**src/rtl/core/srms_ram.sv**
```systemverilog
`timescale 1ns / 1ps

module srms_ram #(
  parameter int Width = 8,
  parameter int Depth = 16,
  localparam int AddrW = (Depth > 1) ? $clog2(Depth) : 1
) (
  input  logic             clk_i,
  input  logic             we_i,
  input  logic [AddrW-1:0] waddr_i,
  input  logic [Width-1:0] wdata_i,
  input  logic [AddrW-1:0] raddr_i,
  output logic [Width-1:0] rdata_o
);

  logic [Width-1:0] mem_q [Depth];
  logic [Width-1:0] rdata_q;

  always_ff @(posedge clk_i) begin
    if (we_i) begin
      mem_q[waddr_i] <= wdata_i;
    end
    rdata_q <= mem_q[raddr_i];
  end

  assign rdata_o = rdata_q;

endmodule

```
**config.mk**
```make
export PLATFORM = sky130hd
export DESIGN_NAME = srms_ram
export DESIGN_NICKNAME = d
export VERILOG_FILES = /design/src/rtl/core/srms_ram.sv
export SDC_FILE = /design/constraint.sdc
export NUM_CORES = 1
export LEC_CHECK = 0
export BUFFER_PORTS_ARGS = -buffer_cell sky130_fd_sc_hd__buf_2
export CAP_MARGIN = 20
export CORE_MARGIN = 4
export CORE_UTILIZATION = 45
export DETAILED_ROUTE_END_ITERATION = 10
export PLACE_DENSITY_LB_ADDON = 0.15
export SYNTH_ARGS = -nofsm -noshare
export SYNTH_HDL_FRONTEND = slang
export SYNTH_SLANG_ARGS = --single-unit
export TNS_END_PERCENT = 100
```
**constraint.sdc**
```tcl
create_clock -name clk_i -period 1.8 [get_ports clk_i]
set_clock_uncertainty 0.05 [all_clocks]
set_input_delay 0.36 -clock clk_i [delete_from_list [all_inputs] [get_ports clk_i]]
set_output_delay 0.36 -clock clk_i [all_outputs]
set_load 0.05 [all_outputs]
```
==> impl_metrics.yaml, run 1 <==
grt:
  grt_max_degree: 33
  antenna_found_initial: 0
  grt-ovfl-total: 0
  grt_pass1_wl_mm: 15.0
  grt_pass1_vias: 2589
  grt_use_total_pct: 16.0
sta:
  slew_headroom_pct: 47.5
  maxClockFrequency_ghz: 0.678
  setup_tns_ns: 0
  grt_setup_unrepaired: "false"
  hold_viol: 0
  finalCriticalPeriod_ns: 1.48
  post-route-period-util_pct: 82.0
  final_max_slew_viol_count: 0
  worst_hold_slack_ns: 0.283
  tightest_slew_ns: 0.786
  setup_viol: 0
logic_synthesis:
  synth_top_area_share_pct: 74.7
  synth_xor_area_share_pct: 0
  netlist_area_um2: 5150
  yosys.area_share.simple_pct: 3.18
  synth_top_family_by_area: "multiplexers"
  yosys-mux-area-fraction_pct: 15.0
  synth-seq-cells: 136
  yosysSeqAreaShare_pct: 77.8
  yosys.area.top_type: "edfxtp_1"
  syn_inst: 229
  synth-compound-area-share_pct: 2.33
  synthAdderAreaFrac_pct: 0
  synthTopCellsByArea: "edfxtp_1 75%, mux4_2 7.9%, mux4_1 7.1%, dfxtp_1 3.1%, a22oi_1 2.3%"
  syn_avg_cell_area_um2: 22.5
  synth.net_count: 247
  synth_cell_types: 19
  yosys_warnings: 0
clock_tree:
  clockBufferDepth: 2
  cts_tree: "built"
  h-tree-depth: 4
  numCtsBuffers: 17
  cts_hold_buffers: 0
  clkLatencyLatePin_ns: 0.40
  numClockSinks: 136
  path_clk_slew_ns: 0.06
  cts_resized: 0
  cts-root-buf: "clkbuf_16"
  post_cts_buffers: 0
routing:
  dr.pass1.iters: 4
  vias_per_cell: 5.45
  drcViolationCount: 0
  wl_per_cell_um: 21.7
  antenna_left: 0
  via_count: 2414
  drt-total-wl_mm: 9.63
  drt_iter0_markers: 131
power:
  p_leak_nw: 2.14
  total_power_mw: 7.56
  ir_drop_v: 0.000613
  cellPowerDensity_nw_per_um2: 1210
flow_run:
  cap_violations: 0
setup_path:
  cp-start-kind: "flop"
  crit_required_ns: 1.39
  crit_slowest_cell: "dfxtp_1"
  critical_path_class: "reg -> out"
  critPathCaptureType: "primary output"
  crit_chain: "buf_2"
  worstPathMaxFanout: 1
  critPathTopFamily: "flip-flops"
  reg2reg_slack_ns: 0.38
  cp_slowest_stage_delay_ns: 0.37
  cp.buffers_inverters: 1
  critPathArrivalTime_ns: 1.07
run_status:
  run_status: "completed"
finish:
  stdcell_area_um2: 6230
  diodes: 0
  syn_to_final_growth_pct: 21.1
  seq_area_um2: 4000
  drive_gt1_share_pct: 33.7
  utilization_pct: 56.5
  nets: 308
  multi_input_area_um2: 1060
  fillers: 842
floorplanning:
  pin_count: 26
  die_w_um: 115
  die_area_um2: 13200
  fp.coreArea_um2: 11000
  die_y_um: 115
  start_util_pct: 46.7
  row_count: 38
placement:
  routabilityCongestion: 0.730
  dp_hpwl_mm: 6.30
  port_buffers: 25
  postPlaceCellArea_um2: 5610
hold_path:
  min_path_type: "in -> reg"
-- power by group --
group	switching, mW	internal, mW
clock	1.24	2.35
combinational	0.254	0.151
sequential	0.0206	3.54
-- area by class of cell --
| type | count | share of cell area [%] |
|---|---|---|
| sequential | 136 | 64.3 |
| multi-input combinational | 83 | 17.0 |
| clock buffer | 20 | 7.17 |
| timing repair buffer | 52 | 5.86 |
| clock inverter | 12 | 2.85 |
| tap | 140 | 2.81 |
-- cell usage in the layout (no fill, tap or decap) --
master | Yosys | routed
a22oi_1 | 16 | 16
and2_1 | 1 | 1
and2b_1 | 1 | 1
buf_12 | 0 | 3
buf_2 | 3 | 25
buf_4 | 1 | 24
bufinv_16 | 0 | 4
clkbuf_1 | 0 | 2
clkbuf_16 | 0 | 17
clkbuf_8 | 0 | 1
clkinv_2 | 0 | 2
clkinv_4 | 0 | 2
clkinvlp_4 | 0 | 4
dfxtp_1 | 8 | 8
edfxtp_1 | 128 | 128
mux4_1 | 14 | 14
mux4_2 | 18 | 18
nand2_1 | 9 | 9
nand2b_1 | 2 | 2
nand3_1 | 1 | 1
nand3b_1 | 2 | 2
nor2_1 | 13 | 13
nor2b_1 | 1 | 1
nor3_1 | 4 | 3
nor3_2 | 0 | 1
or3b_2 | 1 | 1
-- cells by family (layout without fill, tap and decap cells) --
family,count (synthesis),after routing
flip-flops,136,136
AND/OR/NAND/NOR,35,35
multiplexers,32,32
AO/OA/AOI/OAI,16,16
buffers and inverters,10,84
-- worst paths after layout --
kind	start	end	depth (start not counted)
max	rdata_o[2]	rdata_o[2]	1
min	wdata_i[0]	mem_q[7][0]	1
max reg2reg	mem_q[9][2]	rdata_o[2]	3
min reg2reg	mem_q[14][6]	rdata_o[6]	3
-- cells in the mapped netlist --
cell	count
nor2b_1	1
and2b_1	1
buf_2	3
mux4_2	18
a22oi_1	16
edfxtp_1	128
or3b_2	1
and2_1	1
nand2b_1	2
nand2_1	9
nor3_1	4
clkdlybuf4s25_2	3
nand3b_1	2
buf_4	1
nand3_1	1
nor2_1	13
buf_6	3
dfxtp_1	8
mux4_1	14
-- per-stage QoR --
step           setup slack [ns]  cells
6_report                  0.324    443
3_3_place_gp            -0.0469    411
5_1_grt                   0.289    443
4_1_cts                   0.313    443
2_1_floorplan             0.124    229
3_5_place_dp            -0.0632    411
-- state kept, by name, summed over array words and instances (netlist names) --
signal,count
rdata_o,8
mem_q,128
-- metal layers --
layer | part of all wire (%) | routed length, um | global-route usage, % | vias to the layer above
li1 | - | - | - | 1098
met4 | 0.69 | 66 | 4.69 | 0
met3 | 4.1 | 395 | 4.63 | 7
met5 | 0 | 0 | 0 | -
met2 | 50 | 4850 | 25.2 | 67
met1 | 45 | 4320 | 21.9 | 1242
No activity file was read; power rests on OpenSTA's default activity.
==> inputs of run 2 (changes only) <==
Clock period 1.8 ns to 1.31 ns, I/O delays scaled along.
==> impl_metrics.yaml, run 2 (synthesis results as in run 1) <==
sta:
  post-route-period-util_pct: 102
  hold_viol: 0
  grt_setup_unrepaired: "true"
  tightest_slew_ns: 0.939
  finalCriticalPeriod_ns: 1.33
  final_max_slew_viol_count: 0
  setup_viol: 1
  setup_tns_ns: -0.0240
  worst_hold_slack_ns: 0.187
  setup_slack_ns: -0.0240
  maxClockFrequency_ghz: 0.750
  slew_headroom_pct: 37.3
finish:
  largest_register_ffs: 128
  mostFrequentLayoutCells: "128 x edfxtp_1, 31 x mux4_2, 24 x buf_4"
  diodes: 0
  final_common_cell: "edfxtp_1"
  stdcell_area_um2: 6380
  nets: 312
  syn_to_final_growth_pct: 23.9
  regMostFlops: "mem_q"
  drive_gt1_share_pct: 42.3
power:
  ir_drop_v: 0.00114
  total_power_mw: 10.4
  p_leak_nw: 2.14
  cellPowerDensity_nw_per_um2: 1630
grt:
  grt_pass1_wl_mm: 15.6
  grt-ovfl-total: 0
  grt_pass1_vias: 2591
  grt_use_total_pct: 17.0
  antenna_found_initial: 0
  grt_max_degree: 18
clock_tree:
  path_clk_slew_ns: 0.05
  numClockSinks: 136
  clkLatencyLatePin_ns: 0.40
  h-tree-depth: 4
  cts-root-buf: "clkbuf_16"
  numCtsBuffers: 17
  cts_tree: "built"
  clockBufferDepth: 2
floorplanning:
  fp.coreArea_um2: 11000
  die_w_um: 115
  start_util_pct: 46.7
  pin_count: 26
  die_y_um: 115
  die_area_um2: 13200
  row_count: 38
routing:
  vias_per_cell: 5.40
  antenna_left: 0
  drt_iter0_markers: 167
  via_count: 2412
  dr.pass1.iters: 4
  wl_per_cell_um: 22.5
  drt-total-wl_mm: 10.1
  drcViolationCount: 0
placement:
  pre_cts_slack_ns: -0.454
  postPlaceCellArea_um2: 5710
  dp_hpwl_mm: 6.51
  routabilityCongestion: 0.721
  port_buffers: 25
setup_path:
  critPathArrivalTime_ns: 1.57
  critical_path_class: "reg -> reg"
  cp-start-kind: "flop"
  critPathCaptureType: "flop"
  worstPathMaxFanout: 1
  crit_required_ns: 1.55
run_status:
  run_status: "finished, violations left"
  violations: "negative setup slack"
flow_run:
  cap_violations: 0
hold_path:
  min_path_type: "in -> reg"
## run 2: cell count changes in the layout (fill, tap and decap cells not counted), sizes merged
cell      previous run  this run
clkbuf              20        25
clkinvlp             4         2
buf                 52        53
## run 2: routing by layer
metal  global-route usage, %  up-vias  wire length [um]
met5                       0        -                 0
met4                    5.16        0                53
met3                    5.26        4               588
met2                    25.7       70              4950
met1                    23.9     1247              4470
li1                        -     1091                 -
## run 2: repair_timing
action | CTS | global route
cloned | 0 | 0
pin swaps | 0 | 1
hold buffers | 0 | 0
setup endpoints to repair | 10 | 11
resized for setup | 10 | 6
buffers inserted | 0 | 0
## run 2: final timing paths
path,end,slack (ns),from,cells after the start
setup / recovery,rdata_o[0],-0.02,mem_q[10][0],3
hold / removal,mem_q[2][7],0.19,wdata_i[7],1
setup reg to reg,rdata_o[0],-0.02,mem_q[10][0],3
hold reg to reg,rdata_o[4],0.62,mem_q[14][4],3
## run 2: worst max-delay path, stage by stage (launching register included)
cell and delay [ns]:
edfxtp_1 0.37, mux4_2 0.48, a22oi_2 0.25, nand2_1 0.08
## run 2: power breakdown
group          leakage, nW  switching, mW  internal (mW)  total, mW
logic                0.630          0.382          0.269      0.652
clock network        0.289           1.64           3.22       4.86
registers             1.22         0.0283           4.87       4.90
total                 2.14           2.05           8.35       10.4
## run 2: layout make-up
cell class / instances / area, um^2
clock buffers: 22 / 454
clock inverters: 10 / 153
fillers: 831 / 4650
multi-input cells: 83 / 1100
flip-flops and latches: 136 / 4000
well taps: 140 / 175
repair buffers: 56 / 489
## run 2: through the flow
step	instances	utilization (%)
2_1_floorplan	229	-
3_3_place_gp	415	51.8
3_5_place_dp	415	51.8
4_1_cts	447	57.6
5_1_grt	447	57.8
6_report	447	57.8
